==> src/abg_pkg.sv <==
`timescale 1ns / 1ps
package abg_pkg;
	localparam int FRAC_BITS_DEF = 8;
	localparam int BASE_W = 11;
	localparam int IN_W = 16;
	localparam int COORD_W = 32;
	localparam logic [BASE_W-1:0] BASE_RESET = 11'd16;
endpackage

==> src/abg_sqrt.sv <==
`timescale 1ns / 1ps
// Digit-by-digit integer square root, one root bit per stage.
module abg_sqrt #(
	parameter int NUM_W = 32,
	parameter int SQ_W = (NUM_W + 1) / 2
) (
	input  logic                         clk,
	input  logic                         arst_n,
	input  logic                         up_valid,
	output logic                         up_ready,
	input  logic [NUM_W-1:0]             up_quot,
	input  logic [abg_pkg::IN_W-1:0]     up_ratio,
	input  logic [abg_pkg::IN_W-1:0]     up_scale,
	input  logic [abg_pkg::BASE_W-1:0]   up_base,
	output logic                         dn_valid,
	input  logic                         dn_ready,
	output logic [SQ_W-1:0]              dn_root,
	output logic [abg_pkg::IN_W-1:0]     dn_ratio,
	output logic [abg_pkg::IN_W-1:0]     dn_scale,
	output logic [abg_pkg::BASE_W-1:0]   dn_base
);
	localparam int W = abg_pkg::IN_W;
	localparam int D = SQ_W + 1;
	localparam int RW = SQ_W + 2;
	localparam int XW = 2 * SQ_W;

	logic [D-1:0]               v_s1;
	logic [D-1:0]               en;
	logic [RW-1:0]              rem_s1 [D];
	logic [SQ_W-1:0]            root_s1 [D];
	logic [XW-1:0]              x_s1 [D];
	logic [W-1:0]               r_s1 [D];
	logic [W-1:0]               s_s1 [D];
	logic [abg_pkg::BASE_W-1:0] b_s1 [D];

	assign en[D-1] = !v_s1[D-1] || dn_ready;
	for (genvar k = 0; k < D-1; k++) begin : g_en
		assign en[k] = !v_s1[k] || en[k+1];
	end
	assign up_ready = en[0];

	always_ff @(posedge clk or negedge arst_n) begin
		if (!arst_n) begin
			v_s1[0] <= 1'b0;
		end else if (en[0]) begin
			v_s1[0] <= up_valid;
		end
	end
	always_ff @(posedge clk) begin
		if (en[0]) begin
			rem_s1[0]  <= '0;
			root_s1[0] <= '0;
			x_s1[0]    <= XW'(up_quot);
			r_s1[0]    <= up_ratio;
			s_s1[0]    <= up_scale;
			b_s1[0]    <= up_base;
		end
	end

	for (genvar k = 1; k < D; k++) begin : g_st
		logic [RW+1:0] t;
		logic [RW+1:0] trial;
		logic          ge;
		assign t     = {rem_s1[k-1], x_s1[k-1][XW-1 -: 2]};
		assign trial = (RW+2)'({root_s1[k-1], 2'b01});
		assign ge    = t >= trial;
		always_ff @(posedge clk or negedge arst_n) begin
			if (!arst_n) begin
				v_s1[k] <= 1'b0;
			end else if (en[k]) begin
				v_s1[k] <= v_s1[k-1];
			end
		end
		always_ff @(posedge clk) begin
			if (en[k]) begin
				rem_s1[k]  <= ge ? RW'(t - trial) : t[RW-1:0];
				root_s1[k] <= {root_s1[k-1][SQ_W-2:0], ge};
				x_s1[k]    <= {x_s1[k-1][XW-3:0], 2'b00};
				r_s1[k]    <= r_s1[k-1];
				s_s1[k]    <= s_s1[k-1];
				b_s1[k]    <= b_s1[k-1];
			end
		end
	end

	assign dn_valid = v_s1[D-1];
	assign dn_root  = root_s1[D-1];
	assign dn_ratio = r_s1[D-1];
	assign dn_scale = s_s1[D-1];
	assign dn_base  = b_s1[D-1];
endmodule

==> config.mk <==
export PLATFORM = sky130hd
export DESIGN_NAME = abg_sqrt
export DESIGN_NICKNAME = d
export VERILOG_FILES = /design/src/abg_pkg.sv /design/src/abg_sqrt.sv
export SDC_FILE = /design/constraint.sdc
export NUM_CORES = 1
export LEC_CHECK = 0
export BUFFER_PORTS_ARGS = -buffer_cell sky130_fd_sc_hd__buf_2
export CORE_UTILIZATION = 45
export DETAILED_ROUTE_END_ITERATION = 6
export GPL_ROUTABILITY_DRIVEN = 0
export GPL_TIMING_DRIVEN = 0
export SLEW_MARGIN = 20
export SYNTH_ARGS = -nofsm -noshare
export SYNTH_HDL_FRONTEND = slang
export SYNTH_SLANG_ARGS = --single-unit
==> constraint.sdc <==
create_clock -name clk -period 40.4 [get_ports clk]
set_clock_uncertainty 0.05 [all_clocks]
set_input_delay 8.08 -clock clk [delete_from_list [all_inputs] [get_ports clk]]
set_output_delay 8.08 -clock clk [all_outputs]
set_load 0.1 [all_outputs]
==> impl_results.md <==
- Post-CTS Setup Inserts: 0
- Design area: 0.05974 mm2
- Tmin final: 21.39 ns
- Initial antenna violation count: 3
- Synth warn: 0
- Switching pwr: 0.0009451 W
- Critical path endpoint category: primary output
- DR vias/cell: 4.931
- Max_slew headroom: 33.96%
- Routed length per instance: 15.55 um
- Area after DPL: 0.05536 mm2
- Max-cap violation count: 0
- ANT cells: 0
- Post-Syn Area: 0.05218 mm2
- Largest net degree at the start of global routing: 65
- Comb pwr share: 13.3%
- Commonest non-fill, non-tap cell in the layout: edfxtp_1
- F_max: 46.76 MHz
- Vias in the first global route: 24857
- Worst Setup Path Type: in -> out
- CTS clk-pin slew, worst paths: 0.06 ns
- Critical path origin: dn_ready
- Die area: 0.1173 mm2
- CTS buffer count: 142
- Nets@finish: 3478
- DRT antenna net count: 0
- RSZ-0062 raised after global routing: no
- P&R area growth vs syn: 14.49%
- Reg power frac: 54.3%
- PwrDens: 62.95 mW/mm2
- Status: finished, violations left
- TritonRoute pass-1 iters: 7
- Clock power share: 32.3%
- Worst Tran Pin Value: 0.9830 ns
- Global-route wire length before repair: 122.3 mm
- Final worst path period share: 52.94%
- Hold Buf Count CTS: 0
- Grt ovf: 0
- Die X: 342.5 um
- Worst skew pair latency: 0.72 ns
- CTS tree: built
- Async set-or-reset flop fraction in the synthesized netlist: 1.209%
- Starting density of the core: 45.51%
- I/O Pins: 140
- DP HPWL: 51.89 mm
- Vias: 24025
- WL final: 75.76 mm
- Syn_nets: 3177
- Failing checks: DRC
- Netlist cell types: 72
- Reg2reg start: dn_valid
- Seq/Total Area, Yosys: 80.75%
- Port Buffer Count: 139
- Cell Rows: 124
- Peak VDD IR: 36.09 uV
- Total GRT Usage: 12.93%
- Most frequent cells in the layout: edfxtp_1 (1389), inv_1 (171), nor2_1 (171), ha_1 (153), clkbuf_16 (145)
- Leading register cell type out of synthesis: edfxtp_1
- Clk root buf: clkbuf_16
- Htree depth: 4
- Maximum buffer depth of the clock tree: 3
- Fill cells: 8998
- Cell Int Power: 0.002816 W
- Leak Pwr: 22.87 nW
- Proportion of layout cells with a drive suffix above 1: 12.74%
- Yosys reg bits: 1406
- DRT iter0 DRCs: 1239
- # setup viols final: 0
- Die H: 342.5 um
- PostCTS Resize Cnt: 0
- Slew Viols, Final: 0
- Syn avg cell area: 17.72 um2
- Hold crit path type: reg -> reg
- Switching part of the total: 25.13%
- Setup TNS: 0 ns
- Worst Path Required: 32.27 ns
- Hold wc startpoint: b_s1[1][66]
- Area of the core: 0.1147 mm2
- Residual DRC: 12
- CP Launch Type: input port
- CP arrival: 13.26 ns
- Post-synth EDFFs: 1389
- Cells after synthesis: 2945
- Worst Path Max Fanout: 62
- Num Clock Sinks: 1406
- Final Hold Viols: 0
-- synthesized netlist by cell type, types with 5 or more instances --
library cell / count / share of area (%)
a211oi_1: 18 / 0.26
a21o_1: 32 / 0.46
a21oi_1: 133 / 1.3
a31oi_1: 12 / 0.14
and3_1: 6 / 0.072
clkbuf_1: 22 / 0.16
dfrtp_1: 17 / 0.82
edfxtp_1: 1389 / 80
ha_1: 153 / 3.7
inv_1: 177 / 1.3
mux2_2: 34 / 0.73
mux2i_1: 5 / 0.096
nand2_1: 100 / 0.72
nand2b_1: 44 / 0.53
nand3_1: 45 / 0.43
nand4_1: 18 / 0.22
nor2_1: 171 / 1.2
nor2b_1: 21 / 0.25
nor3_1: 57 / 0.55
nor3b_1: 5 / 0.072
nor4_1: 21 / 0.25
o211ai_1: 10 / 0.14
o21a_1: 39 / 0.56
o21ai_0: 83 / 0.80
o21bai_1: 5 / 0.072
o31a_1: 7 / 0.12
o31ai_1: 13 / 0.19
or2_2: 9 / 0.11
or3_1: 27 / 0.32
or4_1: 9 / 0.13
xnor2_1: 103 / 1.7
xor2_1: 80 / 1.3
-- routing by layer --
layer  track usage (%)  up-vias  routed length [um]
met5                 0        -                   0
met4             6.352        0                2726
met3             2.599      203                3186
met2             23.03      593               38780
met1             14.82    11426               31060
li1                  -    11803                   -
-- flip-flops by register name, indices dropped and copies added, names as in the netlist --
| signal | count |
|---|---|
| r_s1 | 272 |
| s_s1 | 272 |
| x_s1 | 272 |
| rem_s1 | 250 |
| b_s1 | 187 |
| root_s1 | 136 |
| v_s1 | 16 |
| dn_valid | 1 |
-- worst max-delay path, stage by stage --
cell and delay [ns]:
buf_2 0.10, nand2b_4 0.27, nor2_1 0.48, inv_4 0.26
nor2_1 0.53, nand3_4 0.37, buf_12 0.30, nor3_1 0.82
nand3_4 0.62, nor2_1 0.55, nand2_4 0.25, buf_16 0.27
buf_2 0.33
-- logic make-up (layout without fill, tap and decap cells) --
| family | Yosys count | count (layout) | share of synthesized area (%) |
|---|---|---|---|
| AO/OA/AOI/OAI | 395 | 395 | 4.793 |
| XOR/XNOR | 183 | 183 | 3.072 |
| adder cells (fa/ha/maj) | 153 | 153 | 3.669 |
| buffers and inverters | 206 | 621 | 1.491 |
| flip-flops | 1406 | 1406 | 80.75 |
| multiplexers | 39 | 39 | 0.8296 |
| other | 1 | 1 | 0.007186 |
| AND/OR/NAND/NOR | 562 | 562 | 5.393 |
-- area by class of cell --
class	instances	area, um2	share of cell area [%]
plain buffers	28	110.1	0.1843
clock buffers	173	3734	6.249
clock inverters	85	649.4	1.087
inverters	178	683.2	1.143
multi-input cells	1333	9371	15.69
flip-flops and latches	1406	42140	70.53
well taps	1512	1892	3.167
repair buffers	157	1169	1.956
-- power by group through the flow --
stage | logic (W) | clock network (W) | registers (W)
2_1_floorplan | 0.000320 | 0 | 0.00211
3_3_place_gp | 0.000470 | 0 | 0.00208
3_5_place_dp | 0.000500 | 0 | 0.00208
4_1_cts | 0.000503 | 0.00125 | 0.00205
5_1_grt | 0.000551 | 0.00130 | 0.00207
6_report | 0.000502 | 0.00122 | 0.00204
-- per-stage QoR --
| stage | power, W | hold slack (ns) | setup WS, ns | cells | util [%] |
|---|---|---|---|---|---|
| CTS | 0.003801 | 0.3540 | 18.84 | 4872 | 52.11 |
| global placement | 0.002549 | 0.3532 | 8.532 | 4596 | 47.77 |
| detailed placement | 0.002576 | 0.3545 | 18.88 | 4614 | 48.28 |
| floorplan | 0.002429 | 0.3503 | 13.50 | 2945 | - |
| finish | 0.003761 | 0.3542 | 19.01 | 4872 | 52.11 |
| global route | 0.003925 | 0.3561 | 18.45 | 4872 | 52.11 |
-- path summary, 6_finish.rpt --
check                              end  slack, ns  cells past startpoint
max                           up_ready      19.01                     13
min                        b_s1[1][77]       0.35                      0
max reg2reg                x_s1[0][23]      34.95                     11
min reg2reg                b_s1[1][77]       0.35                      0
max in group asynchronous      v_s1[0]      32.72                      1
min in group asynchronous     v_s1[15]       7.26                      1
No activity file was read; power rests on OpenSTA's default activity.
