<file path="config.mk">
export PLATFORM = sky130hd
export DESIGN_NAME = abg_div
export DESIGN_NICKNAME = d
export VERILOG_FILES = /design/src/abg_pkg.sv /design/src/abg_div.sv
export SDC_FILE = /design/constraint.sdc
export NUM_CORES = 2
export LEC_CHECK = 0
export ABC_AREA = 1
export BUFFER_PORTS_ARGS = -buffer_cell sky130_fd_sc_hd__buf_2
export CELL_PAD_IN_SITES_DETAIL_PLACEMENT = 1
export CELL_PAD_IN_SITES_GLOBAL_PLACEMENT = 1
export CORE_ASPECT_RATIO = 1.25
export CORE_MARGIN = 5
export CORE_UTILIZATION = 25
export DETAILED_ROUTE_END_ITERATION = 7
export PLACE_DENSITY_LB_ADDON = 0.1
export REMOVE_ABC_BUFFERS = 1
export SYNTH_ARGS = -nofsm -noshare
export SYNTH_HDL_FRONTEND = slang
export SYNTH_SLANG_ARGS = --single-unit
</file>
<file path="constraint.sdc">
create_clock -name clk -period 51.6 [get_ports clk]
set_clock_uncertainty 0.15 [all_clocks]
set_input_delay 12.9 -clock clk [delete_from_list [all_inputs] [get_ports clk]]
set_output_delay 12.9 -clock clk [all_outputs]
set_load 0.01 [all_outputs]
</file>
<file path="src/abg_pkg.sv">
`timescale 1ns / 1ps
package abg_pkg;
	localparam int FRAC_BITS_DEF = 8;
	localparam int BASE_W = 11;
	localparam int IN_W = 16;
	localparam int COORD_W = 32;
	localparam logic [BASE_W-1:0] BASE_RESET = 11'd16;
endpackage

</file>
<file path="src/abg_div.sv">
`timescale 1ns / 1ps
// Restoring divider, one quotient bit per stage: q = (4*b*b << F) / ratio.
module abg_div #(
	parameter int FRAC_BITS = abg_pkg::FRAC_BITS_DEF,
	parameter int NUM_W = 24 + FRAC_BITS
) (
	input  logic                         clk,
	input  logic                         arst_n,
	input  logic                         up_valid,
	output logic                         up_ready,
	input  logic [abg_pkg::IN_W-1:0]     up_ratio,
	input  logic [abg_pkg::IN_W-1:0]     up_scale,
	input  logic [abg_pkg::BASE_W-1:0]   up_base,
	output logic                         dn_valid,
	input  logic                         dn_ready,
	output logic [NUM_W-1:0]             dn_quot,
	output logic [abg_pkg::IN_W-1:0]     dn_ratio,
	output logic [abg_pkg::IN_W-1:0]     dn_scale,
	output logic [abg_pkg::BASE_W-1:0]   dn_base
);
	localparam int W = abg_pkg::IN_W;
	localparam int D = NUM_W + 1;

	logic [D-1:0]               v_s1;
	logic [D-1:0]               en;
	logic [W-1:0]               rem_s1 [D];
	logic [NUM_W-1:0]           nq_s1 [D];
	logic [W-1:0]               r_s1 [D];
	logic [W-1:0]               s_s1 [D];
	logic [abg_pkg::BASE_W-1:0] b_s1 [D];
	logic [2*abg_pkg::BASE_W-1:0] sq;

	assign sq = up_base * up_base;

	// bubble-collapsing enables: a stage moves if empty or its successor moves
	assign en[D-1] = !v_s1[D-1] || dn_ready;
	for (genvar k = 0; k < D-1; k++) begin : g_en
		assign en[k] = !v_s1[k] || en[k+1];
	end
	assign up_ready = en[0];

	always_ff @(posedge clk or negedge arst_n) begin
		if (!arst_n) begin
			v_s1[0] <= 1'b0;
		end else if (en[0]) begin
			v_s1[0] <= up_valid;
		end
	end
	always_ff @(posedge clk) begin
		if (en[0]) begin
			rem_s1[0] <= '0;
			nq_s1[0]  <= {sq, 2'b00, {FRAC_BITS{1'b0}}};
			r_s1[0]   <= up_ratio;
			s_s1[0]   <= up_scale;
			b_s1[0]   <= up_base;
		end
	end

	for (genvar k = 1; k < D; k++) begin : g_st
		logic [W:0] t;
		logic       qb;
		assign t  = {rem_s1[k-1], nq_s1[k-1][NUM_W-1]};
		assign qb = t >= {1'b0, r_s1[k-1]};
		always_ff @(posedge clk or negedge arst_n) begin
			if (!arst_n) begin
				v_s1[k] <= 1'b0;
			end else if (en[k]) begin
				v_s1[k] <= v_s1[k-1];
			end
		end
		always_ff @(posedge clk) begin
			if (en[k]) begin
				rem_s1[k] <= qb ? W'(t - {1'b0, r_s1[k-1]}) : t[W-1:0];
				nq_s1[k]  <= {nq_s1[k-1][NUM_W-2:0], qb};
				r_s1[k]   <= r_s1[k-1];
				s_s1[k]   <= s_s1[k-1];
				b_s1[k]   <= b_s1[k-1];
			end
		end
	end

	assign dn_valid = v_s1[D-1];
	assign dn_quot  = nq_s1[D-1];
	assign dn_ratio = r_s1[D-1];
	assign dn_scale = s_s1[D-1];
	assign dn_base  = b_s1[D-1];
endmodule

</file>
==> flow_summary.ini <==
[status]
status = finished clean

[sta]
rsz0062_at_grt = false
period_needed_ns = 31.86
tightest_slew_ns = 1.13
tns_ns = 0
timing.fmax_mhz = 31.4
fin_ws_ns = 19.74
relSlewSlack = 0.246
drv_slew = 0
fin_crit_sh = 0.617
finalHoldViolCount = 0
finalSetupViolCount = 0

[clocking]
ctsResizeCount = 0
htree_levels = 5
clock_sinks = 2686
cts_root_buf = clkbuf_16
clk_latency_ns = 0.93
cts_tree = done
cts_buffer_depth = 4
postCtsSetupRepairBufs = 0
cts.clk_slew.worst_paths_ns = 0.06
cts_hold_buf = 0
cts_buffers = 308

[detailed_routing]
drtIter0Drc = 2240
wl_um = 234000
drtAntennaViolNets = 0
vias = 55600
wl_per_cell_um = 17.0
dr.pass1.iters = 5
drc = 0
routed_via_density = 4.04

[worst_setup_path]
cp_max_fo = 41
crit_type = in2out
rr_worst_depth = 22
endpoint_kind = output pin
rrSetupSlack_ns = 44.10
timing.rr.end = b_s1[5][0]
r2r-start = dn_valid
cp-start-kind = input port
worstPathRequired_ns = 38.55
arrival_ns = 18.81

[power]
power_density_nw_per_um2 = 60.4
peakVddDrop_uv = 25.2
leakage_uw = 0.0499
p_total_uw = 7690

[yosys]
ys_ff_latch = 2686
synth_top_family_by_area = adder cells
synthMuxAreaShare = 0.000103
synth_compound_area_frac = 0.0569
ys_seq_area_frac = 0.735
syn-mean-instance-area_sq_um = 14.8
synth_top_area_share = 0.727
async_flop_share = 0.0123
yosys.area_share.simple = 0.0601
ys_warn_count = 0
synth_edf_count = 2653
synth_xor_area_frac = 0.0329
yosys.area.top_type = edfxtp_1
ys.flop_type = edfxtp_1
synthesis.instances = 7398
netlist_area_sq_um = 110000
ys_types = 48
synth_fa_ha_area_frac = 0.0797
synthTopCellsByArea = edfxtp_1, ha_1, a21oi_1, inv_1, nand2_1

[die]
rows = 271
dieArea_sq_um = 451000
start_util = 0.251
core-area_sq_um = 436000
io_pins = 124
die_h_um = 750
fp.dieW_um = 602

[grt]
grt_pass1_vias = 61500
antenna_found_initial = 12
gr-total-overflow = 0
grt.total_usage = 0.103
grt_pass1_wl_um = 364000
grt_start_max_net_pins = 81

[placed_design]
dp_hpwl_um = 174000
io_buffers = 123
post-place-ws_ns = 19.42
place_congestion = 0.754
dp.cells = 13200

[cells_and_area]
drive_gt1_frac = 0.0897
seq_area_sq_um = 80500
nets = 8453
area_delta_synth_final_pct = 16.2
nFillCells = 46000
multi_input_comb_area_sq_um = 25300
instances_no_fill = 13700

[worst_hold_path]
min-delay-start = nq_s1[1][268]
min_to = nq_s1[1][301]
hold_class = reg2reg
hold_depth = 0

[flow_run]
drv_cap = 0
## cells in the mapped netlist, types with 4 or more instances
master    count
a21o_1       38
a21oi_1     645
a21oi_2      17
a221o_1      14
a311oi_1     16
buf_2        52
buf_4        36
clkbuf_1     27
dfrtp_1      33
edfxtp_1   2653
fa_1         93
ha_1        549
inv_1       849
nand2_1     844
nand2_2       4
nand3_1     159
nand3b_1      6
nand4_1      42
nand4_4       7
nor2_1      373
nor2_4        8
nor3_1       62
nor3b_1       8
nor4_1       26
o21ai_0     267
o21ai_1      40
o21ai_2      17
o21bai_1     55
o41ai_1      10
or2_2        11
xnor2_1     220
xor2_1      192
## cells by family (layout without fill, tap and decap cells)
family | after synthesis | in the layout
DFF | 2686 | 2686
and+or+nand+nor | 1555 | 1555
AOI/OAI and AO/OA | 1133 | 1133
buffers and inverters | 969 | 1584
adders and majority gates | 642 | 642
xor gates and xnor gates | 412 | 412
muxes | 1 | 1
other | 0 | 1
## how the worst max path moves through the flow
stage	depth (start not counted)	startpoint	slack, ns	to
2_1_floorplan	18	dn_ready	14.07	up_ready
3_3_place_gp	25	dn_ready	19.45	up_ready
3_5_place_dp	25	dn_ready	19.42	up_ready
4_1_cts	25	dn_ready	19.40	up_ready
5_1_grt	25	dn_ready	19.01	up_ready
6_report	25	dn_ready	19.74	up_ready
## power by group
group          total [uW]  internal, uW  switching (uW)  leakage [uW]
registers            3450          3180             274        0.0279
clock network        2190          1290             900       0.00494
logic                2040           770            1270        0.0171
total                7690          5240            2450        0.0499
## placed cells by master (no fill, tap or decap), types with 13 or more instances in the layout
cell | netlist | final
edfxtp_1 | 2653 | 2653
a21o_1 | 38 | 38
nor3_1 | 62 | 62
o21bai_1 | 55 | 55
clkinvlp_4 | 0 | 16
inv_1 | 849 | 833
dfrtp_1 | 33 | 33
clkbuf_1 | 27 | 41
a311oi_1 | 16 | 13
nand3_1 | 159 | 159
bufinv_16 | 0 | 34
clkbuf_16 | 0 | 312
nor4_1 | 26 | 26
o21ai_2 | 17 | 17
nand2_1 | 844 | 837
nor2_1 | 373 | 373
buf_4 | 36 | 52
clkinv_2 | 0 | 68
a21oi_1 | 645 | 645
buf_2 | 52 | 123
ha_1 | 549 | 549
a21oi_2 | 17 | 17
a221o_1 | 14 | 14
xor2_1 | 192 | 192
o21ai_0 | 267 | 267
nand4_1 | 42 | 42
fa_1 | 93 | 93
xnor2_1 | 220 | 220
o21ai_1 | 40 | 40
clkinv_1 | 0 | 69
## worst max-delay path: stages
cell and delay, ns:
buf_2 0.10, inv_1 0.14, nand3_4 0.42, nor2_4 0.30, nand4_4 0.09, buf_4 0.31, nor2_4 0.20, nand4_4 0.08
buf_4 0.26, nor2_4 0.17, nand4_4 0.44, nor2_4 0.30, nand4_4 0.09, buf_4 0.28, nor2_4 0.17, nand4_4 0.08
buf_4 0.28, nor2_4 0.23, nand4_4 0.49, nor2_4 0.33, nand4_4 0.12, buf_4 0.28, nor2_4 0.24, nand3_4 0.21
buf_2 0.23
## routing by layer
metal	global-route usage	routed length, um
met5	0	0
met1	0.109	89100
met3	0.0178	7760
met4	0.0411	10000
met2	0.199	127000
## registers in the layout, indices dropped and copies added, names as in the netlist
| signal | flops |
|---|---|
| s_s1 | 528 |
| rem_s1 | 496 |
| r_s1 | 528 |
| v_s1 | 32 |
| nq_s1 | 738 |
| dn_valid | 1 |
| b_s1 | 363 |
## stage by stage
step / hold WS, ns / util / instance area (sq um)
floorplan: 0.250 / - / 109000
global placement: 0.250 / 0.269 / 117000
detailed placement: 0.255 / 0.269 / 117000
CTS: 0.232 / 0.292 / 127000
global route: 0.247 / 0.292 / 127000
finish: 0.245 / 0.292 / 127000
## layout make-up
type | count | area share
Antenna cell | 1 | 0.0000197
Clock buffer | 357 | 0.0630
Clock inverter | 202 | 0.0170
Inverter | 850 | 0.0252
Multi-Input combinational cell | 3743 | 0.198
Sequential cell | 2686 | 0.632
Tap cell | 5733 | 0.0563
Timing Repair Buffer | 175 | 0.00790
Note: power is estimated with default switching activity, not from simulation.
