--- config.mk ---
export PLATFORM = sky130hd
export DESIGN_NAME = abg_box
export DESIGN_NICKNAME = d
export VERILOG_FILES = /design/src/abg_pkg.sv /design/src/abg_box.sv
export SDC_FILE = /design/constraint.sdc
export NUM_CORES = 2
export LEC_CHECK = 0
export ABC_AREA = 1
export ABC_CLOCK_PERIOD_IN_PS = 13000
export BUFFER_PORTS_ARGS = -buffer_cell sky130_fd_sc_hd__buf_2
export CELL_PAD_IN_SITES_DETAIL_PLACEMENT = 0
export CELL_PAD_IN_SITES_GLOBAL_PLACEMENT = 1
export CORE_MARGIN = 2
export CORE_UTILIZATION = 49
export DETAILED_ROUTE_END_ITERATION = 10
export PLACE_DENSITY_LB_ADDON = 0.1
export SYNTH_ARGS = -nofsm -noshare
export SYNTH_HDL_FRONTEND = slang
export SYNTH_SLANG_ARGS = --single-unit
--- constraint.sdc ---
create_clock -name clk -period 13 [get_ports clk]
set_input_delay 2.6 -clock clk [delete_from_list [all_inputs] [get_ports clk]]
set_output_delay 2.6 -clock clk [all_outputs]
set_load 0.005 [all_outputs]
--- src/abg_pkg.sv ---
`timescale 1ns / 1ps
package abg_pkg;
	localparam int FRAC_BITS_DEF = 8;
	localparam int BASE_W = 11;
	localparam int IN_W = 16;
	localparam int COORD_W = 32;
	localparam logic [BASE_W-1:0] BASE_RESET = 11'd16;
endpackage

--- src/abg_box.sv ---
`timescale 1ns / 1ps
// Width/height rounding, scaling and corner placement with saturation.
module abg_box #(
	parameter int FRAC_BITS = abg_pkg::FRAC_BITS_DEF,
	parameter int SQ_W = 16
) (
	input  logic                               clk,
	input  logic                               arst_n,
	input  logic                               up_valid,
	output logic                               up_ready,
	input  logic [SQ_W-1:0]                    up_root,
	input  logic [abg_pkg::IN_W-1:0]           up_ratio,
	input  logic [abg_pkg::IN_W-1:0]           up_scale,
	input  logic [abg_pkg::BASE_W-1:0]         up_base,
	output logic                               dn_valid,
	input  logic                               dn_ready,
	output logic signed [abg_pkg::COORD_W-1:0] dn_sx,
	output logic signed [abg_pkg::COORD_W-1:0] dn_sy,
	output logic signed [abg_pkg::COORD_W-1:0] dn_ex,
	output logic signed [abg_pkg::COORD_W-1:0] dn_ey,
	output logic                               dn_inv
);
	localparam int W = abg_pkg::IN_W;
	localparam int CO = abg_pkg::COORD_W;
	localparam int HS_W = SQ_W + W - FRAC_BITS;
	localparam int PW_W = SQ_W + W;
	localparam int PH_W = HS_W + W;
	localparam int CW = PH_W + 3;
	localparam logic signed [CW-1:0] MAXV = {{(CW-CO){1'b0}}, 1'b0, {(CO-1){1'b1}}};
	localparam logic signed [CW-1:0] MINV = {{(CW-CO){1'b1}}, 1'b1, {(CO-1){1'b0}}};

	function automatic logic signed [CO-1:0] rnd_sat(input logic signed [CW-1:0] x);
		logic signed [CW-1:0] h;
		h = (x + CW'(1)) >>> 1;
		if (h > MAXV) begin
			return MAXV[CO-1:0];
		end else if (h < MINV) begin
			return MINV[CO-1:0];
		end
		return h[CO-1:0];
	endfunction

	logic [3:0] v_s;
	logic [3:0] en;

	logic [SQ_W-1:0]            ws_s1;
	logic [W-1:0]               r_s1, s_s1;
	logic [abg_pkg::BASE_W-1:0] b_s1, b_s2, b_s3;
	logic                       inv_s1, inv_s2, inv_s3;
	logic [SQ_W:0]              root_inc;
	logic [PW_W-1:0]            wr;

	logic [HS_W-1:0]            hs_s2;
	logic [PW_W-1:0]            pw_s2, pw_s3;
	logic [W-1:0]               s_s2;
	logic [PH_W-1:0]            ph_s3;

	logic signed [CW-1:0]       bias, two, sxr, syr, exr, eyr;

	assign en[3] = !v_s[3] || dn_ready;
	for (genvar k = 0; k < 3; k++) begin : g_en
		assign en[k] = !v_s[k] || en[k+1];
	end
	assign up_ready = en[0];

	always_ff @(posedge clk or negedge arst_n) begin
		if (!arst_n) begin
			v_s <= '0;
		end else begin
			if (en[0]) v_s[0] <= up_valid;
			if (en[1]) v_s[1] <= v_s[0];
			if (en[2]) v_s[2] <= v_s[1];
			if (en[3]) v_s[3] <= v_s[2];
		end
	end

	// ws = (root + 1) / 2
	assign root_inc = {1'b0, up_root} + (SQ_W+1)'(1);
	assign wr = ws_s1 * r_s1;

	assign bias = CW'(b_s3) <<< FRAC_BITS;
	assign two  = CW'(2) <<< FRAC_BITS;
	assign sxr  = bias - CW'(pw_s3);
	assign syr  = bias - CW'(ph_s3);
	assign exr  = bias - two + CW'(pw_s3);
	assign eyr  = bias - two + CW'(ph_s3);

	always_ff @(posedge clk) begin
		if (en[0]) begin
			ws_s1  <= root_inc[SQ_W:1];
			r_s1   <= up_ratio;
			s_s1   <= up_scale;
			b_s1   <= up_base;
			inv_s1 <= up_ratio == '0;
		end
		if (en[1]) begin
			hs_s2  <= HS_W'((wr + PW_W'(1 << (FRAC_BITS - 1))) >> FRAC_BITS);
			pw_s2  <= ws_s1 * s_s1;
			s_s2   <= s_s1;
			b_s2   <= b_s1;
			inv_s2 <= inv_s1;
		end
		if (en[2]) begin
			ph_s3  <= hs_s2 * s_s2;
			pw_s3  <= pw_s2;
			b_s3   <= b_s2;
			inv_s3 <= inv_s2;
		end
		if (en[3]) begin
			dn_sx  <= inv_s3 ? '0 : rnd_sat(sxr);
			dn_sy  <= inv_s3 ? '0 : rnd_sat(syr);
			dn_ex  <= inv_s3 ? '0 : rnd_sat(exr);
			dn_ey  <= inv_s3 ? '0 : rnd_sat(eyr);
			dn_inv <= inv_s3;
		end
	end

	assign dn_valid = v_s[3];
endmodule

==> reports/results.env <==
RESULT_OF_THE_RUN='complete, no violations'
SYNTH_EDF_COUNT=357
FINALHOLDVIOLATIONS=0
PLACE_HPWL_UM=113000
SYNTH_NET_COUNT=7599
POST_CTS_BUFFERS=0
FINAL_MAX_SLEW_VIOL_COUNT=0
SYNTH.TOP_CELLS.BY_AREA='fa_1 (27%), edfxtp_1 (21%), nand2_1 (12%), inv_1 (11%), ha_1 (10%)'
ROUTE.DETAILED.VIAS_PER_INST=5.08
SYNTHDOMINANTAREACELLTYPE='fa_1'
CORE_MM2=0.105
FINISH.NET_COUNT=7654
MULTI_INPUT_AREA_MM2=0.0341
DRC=0
DOMINANTREGCELLSYNTH='edfxtp_1'
WORST_EP_ARRIVAL_TIME_PS=5340
CLOCK_SINK_TOTAL=361
CTS-RESIZED-GATES=0
DRT_WL_TOTAL_UM=144000
HEIGHT_OF_THE_CHIP_UM=329
CTS_HOLD_BUF=0
RSZ0062_AT_GRT='no'
CTS-ROOT-BUF='clkbuf_16'
SYNTH.YOSYS.WARNINGS=0
WORSTHOLDPATHTYPE='reg2reg'
CTS-BUFFERS-INSERTED=40
CLOCK_LATENCY_PS=630
SYNTHMOSTINSTANTIATEDCELL='nand2_1'
CTS.PATH.MAX_BUFFERS=3
NUMBER_OF_ANTENNA_CELLS_INSERTED=0
DIE-AREA_MM2=0.108
YS_TOP_CELLS_BY_COUNT='nand2_1 (1,656), inv_1 (1,538), fa_1 (694), ha_1 (417), edfxtp_1 (357)'
CELL_ROWS=119
TIMING.FMAX_GHz=0.126
TIMING.FINAL.CRIT_SHARE_PCT=61.1
SYNTH.LIB_CELLS_USED.DISTINCT=62
VIAS=40200
ANTENNA_LEFT=0
ROUTABILITYCONGESTION=0.933
FIN_SKEW_PS=32.9
MAXSLEWHEADROOM_PCT=19.7
FINAL_LAYOUT_SIZE_SUFFIX_GT1_SHARE_PCT=6.51
AVGSYNTHCELLAREA_UM2=8.03
VIA_COUNT_OF_THE_FIRST_GLOBAL_ROUTING_PASS=40800
TIGHTESTPINTRANSITION_PS=1200
CELL_DEPTH_OF_THE_WORST_FLOP_TO_FLOP_PATH=25
FINAL_PERIOD_MINUS_WORST_SETUP_SLACK_PS=7940
DRT-INITIAL-DRC-COUNT=2589
CAP_VIOL_MAX_COUNT=0
GRT_START_MAX_NET_PINS=87
PATH_CLASS='in2out'
FIRST_PASS_ITERS=5
SYNTH.TOP_CELL.AREA_SHARE_PCT=26.9
ENDPOINT_REQUIRED_TIME_ON_THE_CRITICAL_PATH_PS=10400
IO_BUFFER_COUNT=193
PEAK_FANOUT_ALONG_THE_CRITICAL_PATH=57
HOLDPATHSTAGES=0
GRT_OVERFLOW_TOTAL=0
SEQ_AREA_MM2=0.0108
LAYOUT.FILLER_CELLS=10200
GRT_ANTENNA_BEFORE_REPAIR=4
DIEWIDTH_UM=329
PIN_COUNT=194
POST_SYNTH_INST_COUNT=6425
INITIAL_UTILIZATION_PCT=49.2
FIN_SETUP_TNS_PS=0
ENDPOINT_KIND_OF_THE_WORST_SETUP_TIMING_PATH='primary output'
ASYNCSETRESETFLOPFRACSYNTH_PCT=1.11
AREA_GROWTH_SYN_TO_LAYOUT_PCT=6.78
GRT_PASS1_WL_UM=228000
WL_PER_CELL_UM=18.2
CRITPATHLAUNCHTYPE='input pin'
HTREE_NUM_LEVELS=2
CLKTRANSATPATHREGS_PS=60
TRITONCTS='yes'
YS_SEQ_ELEMENTS=361
SETUP_VIOL_COUNT_FINAL=0
YOSYSSEQAREASHARE_PCT=21.0
POST_SYNTH_INSTANCE_AREA_MM2=0.0516
GRT_TOTAL_USAGE_PCT=27.2
==> cell families (layout without fill, tap and decap cells) <==
family	count (synthesis)	count (layout)	synth area share, %
fa+ha+maj	1111	1111	37.0
simple gates	2413	2413	19.3
xor+xnor	234	234	3.97
flops	361	361	21.0
buf+inv	1780	1866	13.1
compound gates	526	526	5.64
==> layout by cell type, fill, tap and decap left out, types with 58 or more instances in the layout <==
cell,synthesis,routed
xor2_1,163,163
o21ai_0,100,100
xnor2_1,71,71
a21oi_1,307,307
nand4_1,58,58
nand2_1,1656,1655
ha_1,417,417
nor2_1,342,342
edfxtp_1,357,357
nand3_1,173,173
buf_2,18,193
fa_1,694,694
inv_1,1538,1535
==> sequential cells by signal, summed over array words and instances, names as in the netlist, 11 cells and up <==
register  cells
dn_sx        32
s_s1         16
ph_s3        40
r_s1         16
pw_s3        32
dn_sy        32
b_s2         11
s_s2         16
b_s1         11
dn_ey        32
dn_ex        32
pw_s2        32
ws_s1        16
hs_s2        24
b_s3         11
==> per-layer routing <==
metal  GRT usage [%]  vias to the layer above  share of wire (%)
met5               0                        -              0.026
li1                -                    19500                  -
met3            4.26                      200                6.1
met1            37.6                    19400                 45
met2            44.8                     1090                 46
met4            6.97                        6                2.7
==> cell type report <==
cell class	count	area share, %
multi-input combinational	4284	61.8
clock inverter	20	0.427
clock buffer	53	2.00
tap	1391	3.16
sequential	361	19.6
timing repair buffer	243	2.43
inverter	1550	10.6
==> path summary, 6_finish.rpt <==
| kind | from | to | slack (ps) |
|---|---|---|---|
| max reg2reg | s_s2[5] | ph_s3[37] | 5920 |
| min | pw_s2[29] | pw_s3[29] | 400 |
| max in group asynchronous | arst_n | v_s[2] | 10980 |
| min reg2reg | pw_s2[29] | pw_s3[29] | 400 |
| max | dn_ready | up_ready | 5060 |
| min in group asynchronous | arst_n | v_s[3] | 1820 |
==> stage by stage <==
| step | util [%] | cells | worst slack, ps | area (µm²) | hold slack [ps] |
|---|---|---|---|---|---|
| 6_report | 52.6 | 7902 | 5060 | 55100 | 398 |
| 5_1_grt | 52.6 | 7902 | 4810 | 55100 | 407 |
| 4_1_cts | 52.6 | 7902 | 5040 | 55100 | 388 |
| 3_5_place_dp | 51.3 | 7829 | 5040 | 53800 | 405 |
| 3_3_place_gp | 51.3 | 7829 | 5050 | 53800 | 401 |
| 2_1_floorplan | - | 6425 | 1820 | 51600 | 400 |
==> critical path, cell delays in order <==
cell      delay (ps)
buf_2             90
nor2_1           170
inv_4            250
nor2_1           390
clkinv_2         620
nor2_1           520
nand2_4          360
buf_2            260
Power is not shown: default switching activity piles up to over one toggle a cycle in this logic, so the estimate is an artifact.
